$ cat config.mk
export PLATFORM = sky130hd
export DESIGN_NAME = nmea_line_framer
export DESIGN_NICKNAME = d
export VERILOG_FILES = /design/src/nlf_pkg.sv /design/src/nlf_ram.sv /design/src/nmea_line_framer.sv
export SDC_FILE = /design/constraint.sdc
export NUM_CORES = 1
export LEC_CHECK = 0
export BUFFER_PORTS_ARGS = -buffer_cell sky130_fd_sc_hd__buf_2
export CORE_ASPECT_RATIO = 1.25
export CORE_MARGIN = 4
export CORE_UTILIZATION = 35
export CTS_CLUSTER_SIZE = 20
export DETAILED_ROUTE_END_ITERATION = 16
export PLACE_DENSITY = 0.46
export RECOVER_POWER = 100
export SYNTH_ARGS = -nofsm -noshare
export SYNTH_HDL_FRONTEND = slang
export SYNTH_HIERARCHICAL = 1
export SYNTH_SLANG_ARGS = --single-unit
$ cat constraint.sdc
create_clock -name i_clk -period 10.68 [get_ports i_clk]
set_input_delay 2.136 -clock i_clk [delete_from_list [all_inputs] [get_ports i_clk]]
set_output_delay 2.136 -clock i_clk [all_outputs]
set_load 0.005 [all_outputs]
$ cat src/nlf_pkg.sv
`default_nettype none

package nlf_pkg;

    localparam int LINE_BYTES_DEF = 64;
    localparam int MAX_W          = 7;
    localparam int BYTE_W         = 8;
    localparam int CNT_W          = 32;
    localparam int KIND_W         = 2;

    localparam logic [MAX_W-1:0]  MAX_LINE_RST = 7'd64;

    localparam logic [BYTE_W-1:0] CH_DOLLAR = 8'h24;
    localparam logic [BYTE_W-1:0] CH_BANG   = 8'h21;
    localparam logic [BYTE_W-1:0] CH_LF     = 8'h0A;
    localparam logic [BYTE_W-1:0] CH_CR     = 8'h0D;

    typedef enum logic [KIND_W-1:0] {
        KIND_BYTE = 2'd0,
        KIND_LONG = 2'd1,
        KIND_BAD  = 2'd2
    } t_kind;

    typedef enum logic [1:0] {
        S_IDLE,
        S_READ,
        S_DATA
    } t_state;

endpackage

`default_nettype wire

$ cat src/nlf_ram.sv
`default_nettype none

module nlf_ram #(
    parameter int WIDTH = 8,
    parameter int DEPTH = 64
) (
    input  wire logic                     i_clk,
    input  wire logic                     i_wr_en,
    input  wire logic [$clog2(DEPTH)-1:0] i_wr_addr,
    input  wire logic [WIDTH-1:0]         i_wr_data,
    input  wire logic                     i_rd_en,
    input  wire logic [$clog2(DEPTH)-1:0] i_rd_addr,
    output logic      [WIDTH-1:0]         o_rd_data
);

    logic [WIDTH-1:0] r_mem [DEPTH];

    always_ff @(posedge i_clk) begin
        if (i_wr_en) begin
            r_mem[i_wr_addr] <= i_wr_data;
        end
        if (i_rd_en) begin
            o_rd_data <= r_mem[i_rd_addr];
        end
    end

endmodule

`default_nettype wire

$ cat src/nmea_line_framer.sv
// Channel   Dir  Handshake            Payload
// s_*       in   tvalid/tready        tdata: rx_byte
// m_*       out  tvalid/tready        tdata: line_byte, sentence_total, error_total;
//                                     tuser: kind; tlast: last_of_line
// cfg_*     in   valid/ready          data: max_line_out
//
// A sentence drains from the line RAM after its LF beat, one byte at a time:
// a read of the RAM (S_READ), then a load of the output register (S_DATA),
// which waits while the output is stalled.
// Reset is synchronous, active low; it clears the counters and the fill count
// and sets max_line_out to 64. The line RAM is not cleared.
// Input is held off while a sentence drains and while a result is stalled.
`default_nettype none

module nmea_line_framer #(
    parameter int LINE_BYTES = nlf_pkg::LINE_BYTES_DEF
) (
    input  wire logic        i_clk,
    input  wire logic        i_rst_n,
    input  wire logic        i_s_tvalid,
    output logic             o_s_tready,
    input  wire logic [7:0]  i_s_tdata,   // [7:0] rx_byte
    output logic             o_m_tvalid,
    input  wire logic        i_m_tready,
    output logic [71:0]      o_m_tdata,   // [7:0] line_byte, [39:8] sentence_total,
                                          // [71:40] error_total
    output logic             o_m_tlast,
    output logic [1:0]       o_m_tuser,   // [1:0] kind
    input  wire logic        i_cfg_valid,
    output logic             o_cfg_ready,
    input  wire logic [6:0]  i_cfg_data
);

    localparam int AW = $clog2(LINE_BYTES);
    localparam int BW = nlf_pkg::BYTE_W;
    localparam int CW = nlf_pkg::CNT_W;
    localparam int MW = nlf_pkg::MAX_W;

    nlf_pkg::t_state r_state, n_state;
    logic [AW-1:0]   r_fill, n_fill;
    logic            r_last_cr, n_last_cr;
    logic            r_first_ok, n_first_ok;
    logic [MW-1:0]   r_max;
    logic [CW-1:0]   r_sent_cnt, n_sent_cnt;
    logic [CW-1:0]   r_err_cnt, n_err_cnt;
    logic [AW-1:0]   r_idx, n_idx;
    logic [AW-1:0]   r_n, n_n;
    logic            r_zeroed, n_zeroed;

    logic            r_out_valid, n_out_valid;
    nlf_pkg::t_kind  r_out_kind, n_out_kind;
    logic [BW-1:0]   r_out_byte, n_out_byte;
    logic            r_out_last, n_out_last;
    logic [CW-1:0]   r_out_sent, n_out_sent;
    logic [CW-1:0]   r_out_err, n_out_err;

    logic            s_acc;
    logic            is_start;
    logic            is_term;
    logic            full;
    logic            out_free;
    logic [AW-1:0]   len;
    logic [MW-1:0]   room;
    logic [AW-1:0]   n_calc;
    logic [AW-1:0]   idx_inc;
    logic            z_now;

    logic            wr_en;
    logic [AW-1:0]   wr_addr;
    logic            rd_en;
    logic [BW-1:0]   rd_data;

    nlf_ram #(
        .WIDTH (BW),
        .DEPTH (LINE_BYTES)
    ) u_line_ram (
        .i_clk     (i_clk),
        .i_wr_en   (wr_en),
        .i_wr_addr (wr_addr),
        .i_wr_data (i_s_tdata),
        .i_rd_en   (rd_en),
        .i_rd_addr (r_idx),
        .o_rd_data (rd_data)
    );

    assign o_cfg_ready = 1'b1;
    assign o_s_tready  = (r_state == nlf_pkg::S_IDLE) && (!r_out_valid || i_m_tready);
    assign s_acc       = i_s_tvalid && o_s_tready;
    assign out_free    = !r_out_valid || i_m_tready;

    assign is_start = (i_s_tdata == nlf_pkg::CH_DOLLAR) || (i_s_tdata == nlf_pkg::CH_BANG);
    assign is_term  = (i_s_tdata == nlf_pkg::CH_LF) || (i_s_tdata == nlf_pkg::CH_CR);
    assign full     = r_fill >= AW'(LINE_BYTES - 1);

    assign wr_en    = s_acc && (is_start || !full);
    assign wr_addr  = is_start ? '0 : r_fill;
    assign rd_en    = (r_state == nlf_pkg::S_READ);

    // drop a trailing CR along with the LF
    assign len    = r_last_cr ? (r_fill - AW'(1)) : r_fill;
    assign room   = (r_max == '0) ? '0 : (r_max - MW'(1));
    assign n_calc = ({{(MW-AW){1'b0}}, len} < room) ? len : AW'(room);

    assign idx_inc = r_idx + AW'(1);
    assign z_now   = r_zeroed || (rd_data == '0);

    always_comb begin
        n_state     = r_state;
        n_fill      = r_fill;
        n_last_cr   = r_last_cr;
        n_first_ok  = r_first_ok;
        n_sent_cnt  = r_sent_cnt;
        n_err_cnt   = r_err_cnt;
        n_idx       = r_idx;
        n_n         = r_n;
        n_zeroed    = r_zeroed;
        n_out_valid = r_out_valid && !i_m_tready;
        n_out_kind  = r_out_kind;
        n_out_byte  = r_out_byte;
        n_out_last  = r_out_last;
        n_out_sent  = r_out_sent;
        n_out_err   = r_out_err;

        case (r_state)
            nlf_pkg::S_IDLE: begin
                if (s_acc) begin
                    if (is_start) begin
                        n_fill     = AW'(1);
                        n_last_cr  = 1'b0;
                        n_first_ok = 1'b1;
                    end else if (full) begin
                        if (is_term) begin
                            n_fill      = '0;
                            n_last_cr   = 1'b0;
                            n_err_cnt   = r_err_cnt + CW'(1);
                            n_out_valid = 1'b1;
                            n_out_kind  = nlf_pkg::KIND_LONG;
                            n_out_byte  = '0;
                            n_out_last  = 1'b1;
                            n_out_sent  = r_sent_cnt;
                            n_out_err   = r_err_cnt + CW'(1);
                        end
                    end else begin
                        n_fill    = r_fill + AW'(1);
                        n_last_cr = (i_s_tdata == nlf_pkg::CH_CR);
                        if (r_fill == '0) begin
                            n_first_ok = 1'b0;
                        end
                        if (i_s_tdata == nlf_pkg::CH_LF) begin
                            n_fill    = '0;
                            n_last_cr = 1'b0;
                            if (n_calc == '0 || !r_first_ok) begin
                                n_err_cnt   = r_err_cnt + CW'(1);
                                n_out_valid = 1'b1;
                                n_out_kind  = nlf_pkg::KIND_BAD;
                                n_out_byte  = '0;
                                n_out_last  = 1'b1;
                                n_out_sent  = r_sent_cnt;
                                n_out_err   = r_err_cnt + CW'(1);
                            end else begin
                                n_sent_cnt = r_sent_cnt + CW'(1);
                                n_idx      = '0;
                                n_n        = n_calc;
                                n_zeroed   = 1'b0;
                                n_state    = nlf_pkg::S_READ;
                            end
                        end
                    end
                end
            end
            nlf_pkg::S_READ: begin
                n_state = nlf_pkg::S_DATA;
            end
            nlf_pkg::S_DATA: begin
                if (out_free) begin
                    n_out_valid = 1'b1;
                    n_out_kind  = nlf_pkg::KIND_BYTE;
                    n_out_byte  = z_now ? '0 : rd_data;
                    n_out_last  = (idx_inc == r_n);
                    n_out_sent  = r_sent_cnt;
                    n_out_err   = r_err_cnt;
                    n_zeroed    = z_now;
                    n_idx       = idx_inc;
                    n_state     = (idx_inc == r_n) ? nlf_pkg::S_IDLE : nlf_pkg::S_READ;
                end
            end
            default: begin
                n_state = nlf_pkg::S_IDLE;
            end
        endcase
    end

    always_ff @(posedge i_clk) begin
        if (!i_rst_n) begin
            r_state     <= nlf_pkg::S_IDLE;
            r_fill      <= '0;
            r_last_cr   <= 1'b0;
            r_first_ok  <= 1'b0;
            r_max       <= nlf_pkg::MAX_LINE_RST;
            r_sent_cnt  <= '0;
            r_err_cnt   <= '0;
            r_out_valid <= 1'b0;
        end else begin
            r_state     <= n_state;
            r_fill      <= n_fill;
            r_last_cr   <= n_last_cr;
            r_first_ok  <= n_first_ok;
            r_sent_cnt  <= n_sent_cnt;
            r_err_cnt   <= n_err_cnt;
            r_out_valid <= n_out_valid;
            if (i_cfg_valid && o_cfg_ready) begin
                r_max <= i_cfg_data;
            end
        end
    end

    always_ff @(posedge i_clk) begin
        r_idx      <= n_idx;
        r_n        <= n_n;
        r_zeroed   <= n_zeroed;
        r_out_kind <= n_out_kind;
        r_out_byte <= n_out_byte;
        r_out_last <= n_out_last;
        r_out_sent <= n_out_sent;
        r_out_err  <= n_out_err;
    end

    assign o_m_tvalid = r_out_valid;
    assign o_m_tdata  = {r_out_err, r_out_sent, r_out_byte};
    assign o_m_tlast  = r_out_last;
    assign o_m_tuser  = r_out_kind;

`ifndef SYNTHESIS
    a_drop_is_last: assert property (@(posedge i_clk) disable iff (!i_rst_n)
        (r_out_valid && r_out_kind != nlf_pkg::KIND_BYTE) |-> r_out_last)
        else $error("drop result without last mark");

    a_fill_bound: assert property (@(posedge i_clk) disable iff (!i_rst_n)
        r_fill <= AW'(LINE_BYTES - 1))
        else $error("fill count beyond line store");

    a_err_step: assert property (@(posedge i_clk) disable iff (!i_rst_n)
        ($past(i_rst_n) && r_err_cnt != $past(r_err_cnt))
            |-> (r_err_cnt == $past(r_err_cnt) + CW'(1)))
        else $error("error count moved by more than one");

    a_drain_no_input: assert property (@(posedge i_clk) disable iff (!i_rst_n)
        (r_state != nlf_pkg::S_IDLE) |-> (r_fill == '0))
        else $error("line fill not cleared while draining");
`endif

endmodule

`default_nettype wire
==> results.py, run 1 <==
metrics = {
    "power_and_ir_drop": {
        "p_per_area_nw_per_um2": 173,
        "p_leak_nw": 10.1,
        "p_clk_frac": 0.453,
        "p_sw_mw": 1.17,
        "seqPwrFrac": 0.525,
        "power.share.combinational": 0.021,
        "p_sw_frac": 0.209,
        "p_int_mw": 4.43,
        "ir_drop_v": 0.000133,
    },
    "placed_design": {
        "routabilityCongestion": 0.827,
        "dp_hpwl_microns": 49800,
        "dpl_cell_area_sq_um": 30000,
        "io_buffer_count": 96,
    },
    "sta": {
        "maxSlewHeadroom": -1.60,
        "hold_viol": 0,
        "clock-skew-final_ns": 0.0268,
        "rsz0062_at_grt": "false",
        "finalCritPeriodShare": 0.580,
        "setup_violations": 0,
        "period_needed_ns": 6.19,
        "hold_ws_ns": 0.476,
        "drv_slew": 650,
        "setup_tns_ns": 0,
        "fmax_mhz": 162,
        "worst_pin_slew_ns": 3.91,
    },
    "cells_and_area": {
        "postLayoutCoreUtil": 0.402,
        "antennaDiodeCount": 0,
        "final_area_sq_um": 32300,
        "drive_gt1_frac": 0.155,
        "nets": 1925,
        "syn2layout_area_growth_pct": 13.3,
    },
    "drt": {
        "routed_via_density": 5.36,
        "routedWlPerCell_microns": 25.2,
        "post-route-drc-count": 0,
        "first_iter_violations": 1321,
        "firstDrtPassIters": 5,
        "final_antenna_net_count": 0,
        "drt_wl_total_microns": 76000,
        "vias": 16100,
    },
    "critical_path": {
        "cp.arrival_ns": 6.53,
        "max_stage_delay_ns": 2.81,
        "critPathMaxFanout": 90,
        "slowest_stage": "clkbuf_1",
        "setup.worst_path.start_class": "flop",
        "critPathKind": "reg2reg",
        "endpoint_kind": "flop",
        "worst_ep_required_time_ns": 11.02,
        "cp_cell_sequence": "buf_12, clkbuf_1, mux4_2, a2111oi_0, nor3_1, a22o_1",
    },
    "yosys": {
        "ys_types": 77,
        "synth_nets": 1821,
        "ys_seq_area_frac": 0.698,
        "postSynthAreaPerCell_sq_um": 15.9,
        "netlist_instances": 1789,
        "synth_flop_cell": "edfxtp_1",
        "synth_seq_cells": 690,
        "async_flop_share": 0,
        "ys_warn_count": 6,
        "synth-edff-count": 608,
        "synthesis.area_sq_um": 28500,
    },
    "global_routing": {
        "met3_usage": 0.0334,
        "grt_usage": 0.173,
        "grt_pass1_vias": 16500,
        "grt_busiest_layer": "met2",
        "antenna_found_initial": 1,
        "grt_pass1_wl_microns": 111000,
        "grt_use_met2": 0.306,
        "met1_usage": 0.208,
        "grt_max_degree": 112,
        "grt-ovfl-total": 0,
    },
    "cts": {
        "post_cts_buffers": 0,
        "h-tree-depth": 3,
        "clock-sinks": 690,
        "cts-root-buf": "clkbuf_16",
        "clkTransAtPathRegs_ns": 0.05,
        "numCtsBuffers": 76,
        "clockBufferDepth": 3,
        "cts_tree": "built",
        "ctsResizeCount": 0,
        "clock_latency_ns": 0.62,
        "cts_hold_buf": 0,
    },
    "die": {
        "die_w_microns": 263,
        "start_util": 0.355,
        "dieArea_sq_um": 86100,
        "boundaryPins": 98,
        "die_h_microns": 327,
        "coreArea_sq_um": 80400,
        "rows": 116,
    },
    "worst_hold_path": {
        "min_path_type": "reg2reg",
    },
    "run_status": {
        "status": "finished with violations",
        "violations": "capacitance limit, slew limit",
    },
    "flow_run": {
        "drv_cap": 12,
    },
}
[per-layer routing]
| metal | wire [microns] | part of all wire | up-vias |
|---|---|---|---|
| met5 | 0 | 0 | - |
| li1 | - | - | 7191 |
| met2 | 39100 | 0.51 | 458 |
| met3 | 3860 | 0.051 | 140 |
| met4 | 3030 | 0.040 | 0 |
| met1 | 30100 | 0.40 | 8354 |
[path summary, 6_finish.rpt]
kind,from,endpoint,slack (ns),cells past startpoint
worst min register to register,r_sent_cnt[6],r_out_sent[6],0.48,0
worst max register to register,r_idx[0],u_line_ram/o_rd_data[4],4.49,6
worst max-delay path,r_idx[0],u_line_ram/o_rd_data[4],4.49,6
worst min-delay path,r_sent_cnt[6],r_out_sent[6],0.48,0
[stage by stage]
step                power [mW]  cells  setup WS (ns)
finish                    5.60   3014           4.49
CTS                       5.68   3014           5.48
floorplan                 3.05   1789           4.02
detailed placement        3.12   2877           4.83
global placement          3.12   2877           5.07
global route              5.81   3014           3.81
[flip-flops by register name (all words and copies together), names as in the netlist, 6 cells and up]
register              flops
u_line_ram/r_mem        512
r_n                       6
u_line_ram/o_rd_data      8
r_out_err                32
r_out_byte                8
r_out_sent               32
r_idx                     6
r_max                     7
r_fill                    6
r_sent_cnt               32
r_err_cnt                32
[kinds of logic after synthesis]
logic type	count (synthesis)	synth area share
mux	188	0.120
flops	690	0.698
buf+inv	110	0.0189
compound gates	171	0.0408
other cells	1	0.000132
xor+xnor	53	0.0165
fa+ha+maj	12	0.00527
simple gates	564	0.0997
[power by group through the flow]
stage | Combinational (mW) | Sequential, mW | Clock [mW]
2_1_floorplan | 0.0515 | 3.00 | 0
3_3_place_gp | 0.124 | 3.00 | 0
3_5_place_dp | 0.125 | 3.00 | 0
4_1_cts | 0.125 | 2.94 | 2.62
5_1_grt | 0.131 | 2.94 | 2.74
6_report | 0.120 | 2.94 | 2.54
[synthesized netlist by cell type (all sizes together), types with 23 or more instances]
master,number,area (sq um)
edfxtp,608,18300
nor2,166,623
mux4,124,2790
nand2,122,458
dfxtp,82,1640
mux2i,63,631
nand3,54,275
clkbuf,47,176
nand2b,46,288
buf,45,295
a21oi,40,200
o21ai,34,170
xor2,34,298
nand4,25,156
and2,23,145
[layout by cell type (no fill, tap or decap), drive strengths merged, types with 35 or more instances in the layout]
cell type / netlist / routed
nand2: 122 / 122
clkinv: 2 / 35
nand2b: 46 / 46
dfxtp: 82 / 82
mux4: 124 / 124
clkbuf: 47 / 167
nor2: 166 / 166
mux2i: 63 / 63
a21oi: 40 / 40
nand3: 54 / 54
edfxtp: 608 / 608
buf: 45 / 40
[cell type report]
class	instances	area, sq um
clock buffers	89	1990
clock inverters	48	423
fillers	7378	48100
inverters	18	67.6
multi-input cells	989	8060
flip-flops and latches	690	19900
well taps	1062	1330
repair buffers	118	538
[worst max-delay path, delay by kind of cell, from the launching register on]
family	cells	cell delay, ns
flip-flops	1	0.41
buffers and inverters	2	3.35
AO/OA/AOI/OAI	2	1.19
multiplexers	1	0.79
AND/OR/NAND/NOR	1	0.13
Power figures use the tool's default switching activity.
==> run 2, diff against run 1 <==
- ABC_AREA: unset -> 1
- clock period: 10.68 -> 6.28 ns (I/O delays scaled with it)
==> results.py, run 2 <==
metrics = {
    "power_and_ir_drop": {
        "p_per_area_nw_per_um2": 285,
        "seqPwrFrac": 0.532,
        "totalPowerFinal_mw": 9.42,
        "power.share.combinational": 0.022,
        "p_sw_mw": 1.92,
        "p_sw_frac": 0.204,
        "p_clk_frac": 0.447,
        "p_leak_nw": 11.7,
        "p_int_mw": 7.50,
        "ir_drop_v": 0.000172,
    },
    "global_routing": {
        "grt_max_degree": 196,
        "antenna_found_initial": 1,
        "grt_pass1_vias": 20300,
        "grt_usage": 0.180,
        "grt_pass1_wl_microns": 123000,
        "grt-ovfl-total": 0,
    },
    "yosys": {
        "ys_warn_count": 6,
        "async_flop_share": 0,
        "synth_commonest_cells": "nand2_1 (871), edfxtp_1 (608), nand3_1 (481)",
        "postSynthAreaPerCell_sq_um": 10.6,
        "synth.largest_area_cell": "edfxtp_1",
        "synth-edff-count": 608,
        "synth.area.top_cells": "edfxtp_1 (62%), nand2_1 (11%), nand3_1 (8.1%)",
        "synth_seq_cells": 690,
        "synth_flop_cell": "edfxtp_1",
        "netlist_instances": 2808,
        "synthesis.area_sq_um": 29700,
        "synth_nets": 2840,
        "synth.most_common_cell": "nand2_1",
        "ys_types": 47,
        "netlist.area_leader.share": 0.615,
        "ys_seq_area_frac": 0.671,
    },
    "sta": {
        "worst_pin_slew_ns": 4.20,
        "layout_setup_ws_ns": 1.18,
        "clock-skew-final_ns": 0.0235,
        "fmax_mhz": 196,
        "maxSlewHeadroom": -1.80,
        "drv_slew": 573,
        "setup_tns_ns": 0,
        "period_needed_ns": 5.10,
        "setup_violations": 0,
        "finalCritPeriodShare": 0.811,
        "hold_viol": 0,
        "rsz0062_at_grt": "false",
    },
    "placed_design": {
        "io_buffer_count": 96,
        "place_worst_setup_slack_ns": 1.72,
        "dp_hpwl_microns": 50700,
        "routabilityCongestion": 0.852,
        "place_inst": 3887,
    },
    "worst_hold_path": {
        "min_path_type": "reg2reg",
    },
    "cts": {
        "clock_latency_ns": 0.61,
        "h-tree-depth": 3,
        "post_cts_buffers": 0,
        "numCtsBuffers": 72,
        "clock-sinks": 690,
        "cts-root-buf": "clkbuf_16",
        "ctsResizeCount": 0,
        "clkTransAtPathRegs_ns": 0.06,
        "clockBufferDepth": 3,
        "cts_hold_buf": 0,
        "cts_tree": "built",
    },
    "die": {
        "coreArea_sq_um": 84100,
        "boundaryPins": 98,
        "die_h_microns": 334,
        "start_util": 0.353,
        "dieArea_sq_um": 89500,
        "die_w_microns": 268,
        "rows": 119,
    },
    "critical_path": {
        "endpoint_kind": "flop",
        "critPathKind": "in2reg",
        "critPathMaxFanout": 26,
        "cp_cell_sequence": "clkbuf_1, nor2_1, nor4_1, clkbuf_1, inv_1, a21oi_1, buf_4, nand2_1, nor2_1",
        "path_buf_inv": 4,
        "slowest_stage": "clkbuf_1",
        "crit_family": "buffers and inverters",
        "setup.worst_path.start_class": "input port",
        "worst_ep_required_time_ns": 6.51,
        "max_stage_delay_ns": 1.19,
        "cp.arrival_ns": 5.32,
    },
    "cells_and_area": {
        "drive_gt1_frac": 0.0659,
        "layout_commonest_cell": "nand2_1",
        "top_register": "u_line_ram/r_mem",
        "syn2layout_area_growth_pct": 11.5,
        "antennaDiodeCount": 0,
        "layout_common_cells": "nand2_1 (871), edfxtp_1 (608), nand3_1 (483)",
        "nets": 2904,
        "largest_reg_flops": 512,
        "postLayoutCoreUtil": 0.393,
        "stdcell_count": 4016,
    },
    "drt": {
        "routed_via_density": 5.01,
        "vias": 20100,
        "final_antenna_net_count": 0,
        "first_iter_violations": 1271,
        "routedWlPerCell_microns": 20.2,
        "drt_wl_total_microns": 81200,
        "post-route-drc-count": 0,
        "firstDrtPassIters": 5,
    },
    "flow_run": {
        "drv_cap": 11,
    },
    "run_status": {
        "status": "finished with violations",
        "violations": "capacitance limit, slew limit",
    },
}
## run 2: cell count changes in the layout (fill, tap and decap cells not counted), moves of 12 or more
cell / previous run / this run
and2_0: 12 / 0
and3_1: 18 / 1
inv_1: 16 / 125
mux2i_1: 63 / 0
mux4_2: 124 / 0
nand2_1: 122 / 871
nand2b_1: 46 / 0
nand3_1: 53 / 483
nor2_1: 166 / 223
nor3_1: 16 / 31
o21ai_0: 33 / 51
o22ai_1: 22 / 0
or3_1: 18 / 0
xnor2_1: 18 / 3
## run 2: cell type report
type,count,area [sq um]
timing repair buffer,130,629
fill,8154,51000
clock buffer,90,1960
multi-input combinational,1843,8350
tap,1089,1360
clock inverter,39,357
inverter,135,514
sequential,690,19900
## run 2: per-layer routing
| layer | vias up | share of wire | track usage |
|---|---|---|---|
| met5 | - | 0.00015 | 0 |
| met4 | 2 | 0.032 | 0.0646 |
| met3 | 120 | 0.039 | 0.0235 |
| met2 | 442 | 0.52 | 0.324 |
| met1 | 9839 | 0.41 | 0.220 |
| li1 | 9722 | - | - |
## run 2: stage by stage
stage	hold WS [ns]	cell area, sq um
global placement	0.449	30900
finish	0.468	33100
detailed placement	0.444	30900
global route	0.472	33100
floorplan	0.416	29700
CTS	0.464	33300
## run 2: logic make-up (layout without fill, tap and decap cells)
kind of cell               count (synthesis)  after routing  synth area share
other                                      1              1          0.000126
and+or+nand+nor                         1668           1668             0.243
xor gates and xnor gates                  41             41            0.0121
AOI/OAI and AO/OA                        121            121            0.0225
buffers and inverters                    275            394            0.0471
DFF                                      690            690             0.671
adders and majority gates                 12             12           0.00506
## run 2: path summary, 6_finish.rpt
check / startpoint / end / slack, ns / cells past startpoint
setup / recovery: i_s_tdata[0] / u_line_ram/r_mem[58][2] / 1.18 / 9
hold / removal: r_sent_cnt[31] / r_out_sent[31] / 0.47 / 0
setup reg to reg: r_max[0] / r_idx[0] / 1.60 / 18
hold reg to reg: r_sent_cnt[31] / r_out_sent[31] / 0.47 / 0
## run 2: power groups by stage
stage / combinational, mW / clock (mW) / sequential [mW]
final: 0.206 / 4.21 / 5.01
after global routing: 0.229 / 4.55 / 5.00
after global placement: 0.217 / 0 / 5.10
after detailed placement: 0.219 / 0 / 5.10
after CTS: 0.219 / 4.34 / 5.00
after floorplan: 0.0916 / 0 / 5.10
## run 2: worst reg2reg max path: cells and delay by family, from the launching register on
family | cells | cell delay (ns)
AO/OA/AOI/OAI | 3 | 1.66
adder cells (fa/ha/maj) | 2 | 0.46
buffers and inverters | 4 | 0.39
flip-flops | 1 | 0.38
AND/OR/NAND/NOR | 9 | 1.40
==> run 3, diff against run 2 <==
- clock period: 6.28 -> 4.8 ns (I/O delays scaled with it)
==> results.py, run 3 (synthesis results as in run 2) <==
metrics = {
    "critical_path": {
        "critPathMaxFanout": 13,
        "slowest_stage": "nor2_1",
        "endpoint_kind": "flop",
        "worst_ep_required_time_ns": 5.04,
        "setup.worst_path.start_class": "input port",
        "reg2reg_depth": 10,
        "cpMostUsedCell": "clkbuf_1",
        "rr_startpoint": "r_idx[0]",
        "r2r_slack_ns": 0.47,
        "cp_cell_sequence": "clkbuf_1, nor2_1, nor4_1, clkbuf_1, inv_1, a21oi_1, clkbuf_1, nand2_1, nor2_1",
        "endpoint": "u_line_ram/r_mem[28][2]",
        "timing.rr.end": "u_line_ram/o_rd_data[6]",
        "crit_start": "i_s_tdata[0]",
        "critPathKind": "in2reg",
        "max_stage_delay_ns": 0.80,
        "cp.arrival_ns": 4.75,
    },
    "cts": {
        "cts-root-buf": "clkbuf_16",
        "clock-sinks": 690,
        "post_cts_buffers": 0,
        "cts_hold_buf": 0,
        "clkTransAtPathRegs_ns": 0.06,
        "cts_tree": "built",
        "numCtsBuffers": 72,
        "clockBufferDepth": 3,
        "ctsResizeCount": 0,
        "clock_latency_ns": 0.62,
        "h-tree-depth": 3,
    },
    "cells_and_area": {
        "syn2layout_area_growth_pct": 11.7,
        "nets": 2916,
        "largest_reg_flops": 512,
        "layout_common_cells": "nand2_1 (872), edfxtp_1 (608), nand3_1 (481)",
        "layout_commonest_cell": "nand2_1",
        "drive_gt1_frac": 0.0680,
        "top_register": "u_line_ram/r_mem",
    },
    "drt": {
        "drt_wl_total_microns": 82000,
        "routedWlPerCell_microns": 20.3,
        "firstDrtPassIters": 5,
        "post-route-drc-count": 0,
        "routed_via_density": 5.05,
        "vias": 20300,
        "final_antenna_net_count": 0,
        "first_iter_violations": 1477,
    },
    "worst_hold_path": {
        "min_path_type": "reg2reg",
        "hold_depth": 0,
    },
    "placed_design": {
        "routabilityCongestion": 0.852,
        "io_buffer_count": 96,
        "place_worst_setup_slack_ns": 0.741,
        "dp_hpwl_microns": 51200,
    },
    "sta": {
        "setup_tns_ns": 0,
        "maxSlewHeadroom": -1.53,
        "finalCritPeriodShare": 0.940,
        "worst_pin_slew_ns": 3.80,
        "drv_slew": 410,
        "period_needed_ns": 4.51,
        "clock-skew-final_ns": 0.0187,
        "setup_violations": 0,
        "fmax_mhz": 222,
        "hold_viol": 0,
        "layout_setup_ws_ns": 0.288,
        "rsz0062_at_grt": "false",
        "hold_ws_ns": 0.451,
    },
    "die": {
        "coreArea_sq_um": 84100,
        "die_h_microns": 334,
        "boundaryPins": 98,
        "dieArea_sq_um": 89500,
        "rows": 119,
        "die_w_microns": 268,
        "start_util": 0.353,
    },
    "power_and_ir_drop": {
        "ir_drop_v": 0.000229,
        "p_per_area_nw_per_um2": 374,
        "totalPowerFinal_mw": 12.4,
        "p_leak_nw": 11.8,
    },
    "global_routing": {
        "antenna_found_initial": 1,
        "grt_usage": 0.181,
        "grt_pass1_vias": 20300,
        "grt_pass1_wl_microns": 123000,
        "grt_max_degree": 183,
        "grt-ovfl-total": 0,
    },
    "run_status": {
        "status": "finished with violations",
        "violations": "capacitance limit, slew limit",
    },
    "flow_run": {
        "drv_cap": 7,
    },
}
run 3: cell types whose count changed in the layout (fill, tap and decap cells not counted), moves of 2 or more:
cell        before  now
buf_2           30   32
clkbuf_1        91  101
clkbuf_16       75   77
clkbuf_2         2    4
clkbuf_4         0    2
clkinvlp_4       3    5
nand3_1        483  481
run 3: worst min-delay path by stage:
stage	slack, ns	start	to
detailed placement	0.44	r_sent_cnt[31]	r_out_sent[31]
floorplan	0.42	r_sent_cnt[31]	r_out_sent[31]
global route	0.47	r_sent_cnt[31]	r_out_sent[31]
finish	0.45	r_sent_cnt[31]	r_out_sent[31]
CTS	0.45	r_sent_cnt[31]	r_out_sent[31]
global placement	0.44	r_sent_cnt[31]	r_out_sent[31]
run 3: metrics by stage:
step	std cells	instance area [sq um]	util
finish	4031	33200	0.394
CTS	4030	33400	0.397
global route	4030	33200	0.394
detailed placement	3899	31000	0.369
floorplan	2808	29700	-
global placement	3899	31000	0.369
run 3: cell type report:
| type | count | area, sq um |
|---|---|---|
| clock inverters | 38 | 322 |
| well taps | 1089 | 1360 |
| flip-flops and latches | 690 | 19900 |
| repair buffers | 142 | 667 |
| inverters | 135 | 515 |
| diodes | 1 | 2.50 |
| multi-input cells | 1843 | 8370 |
| fillers | 8180 | 51000 |
| clock buffers | 93 | 2020 |
run 3: power by group:
group | leakage [nW] | internal [mW] | switching [mW]
clock network | 1.14 | 3.24 | 2.32
registers | 6.08 | 6.54 | 0.00961
logic | 4.55 | 0.0532 | 0.223
total | 11.8 | 9.83 | 2.55
run 3: critical path: cells and delay by family:
family,cells,cell delay [ns]
and+or+nand+nor,4,2.08
AOI/OAI and AO/OA,1,0.16
buffers and inverters,4,1.54
run 3: per-layer routing:
metal  up-vias  wire length (microns)  track usage
li1       9769                      -            -
met2       522                  41200        0.316
met5         -                      0            0
met4         0                   2770       0.0682
met3       125                   3890       0.0272
met1      9927                  34100        0.228
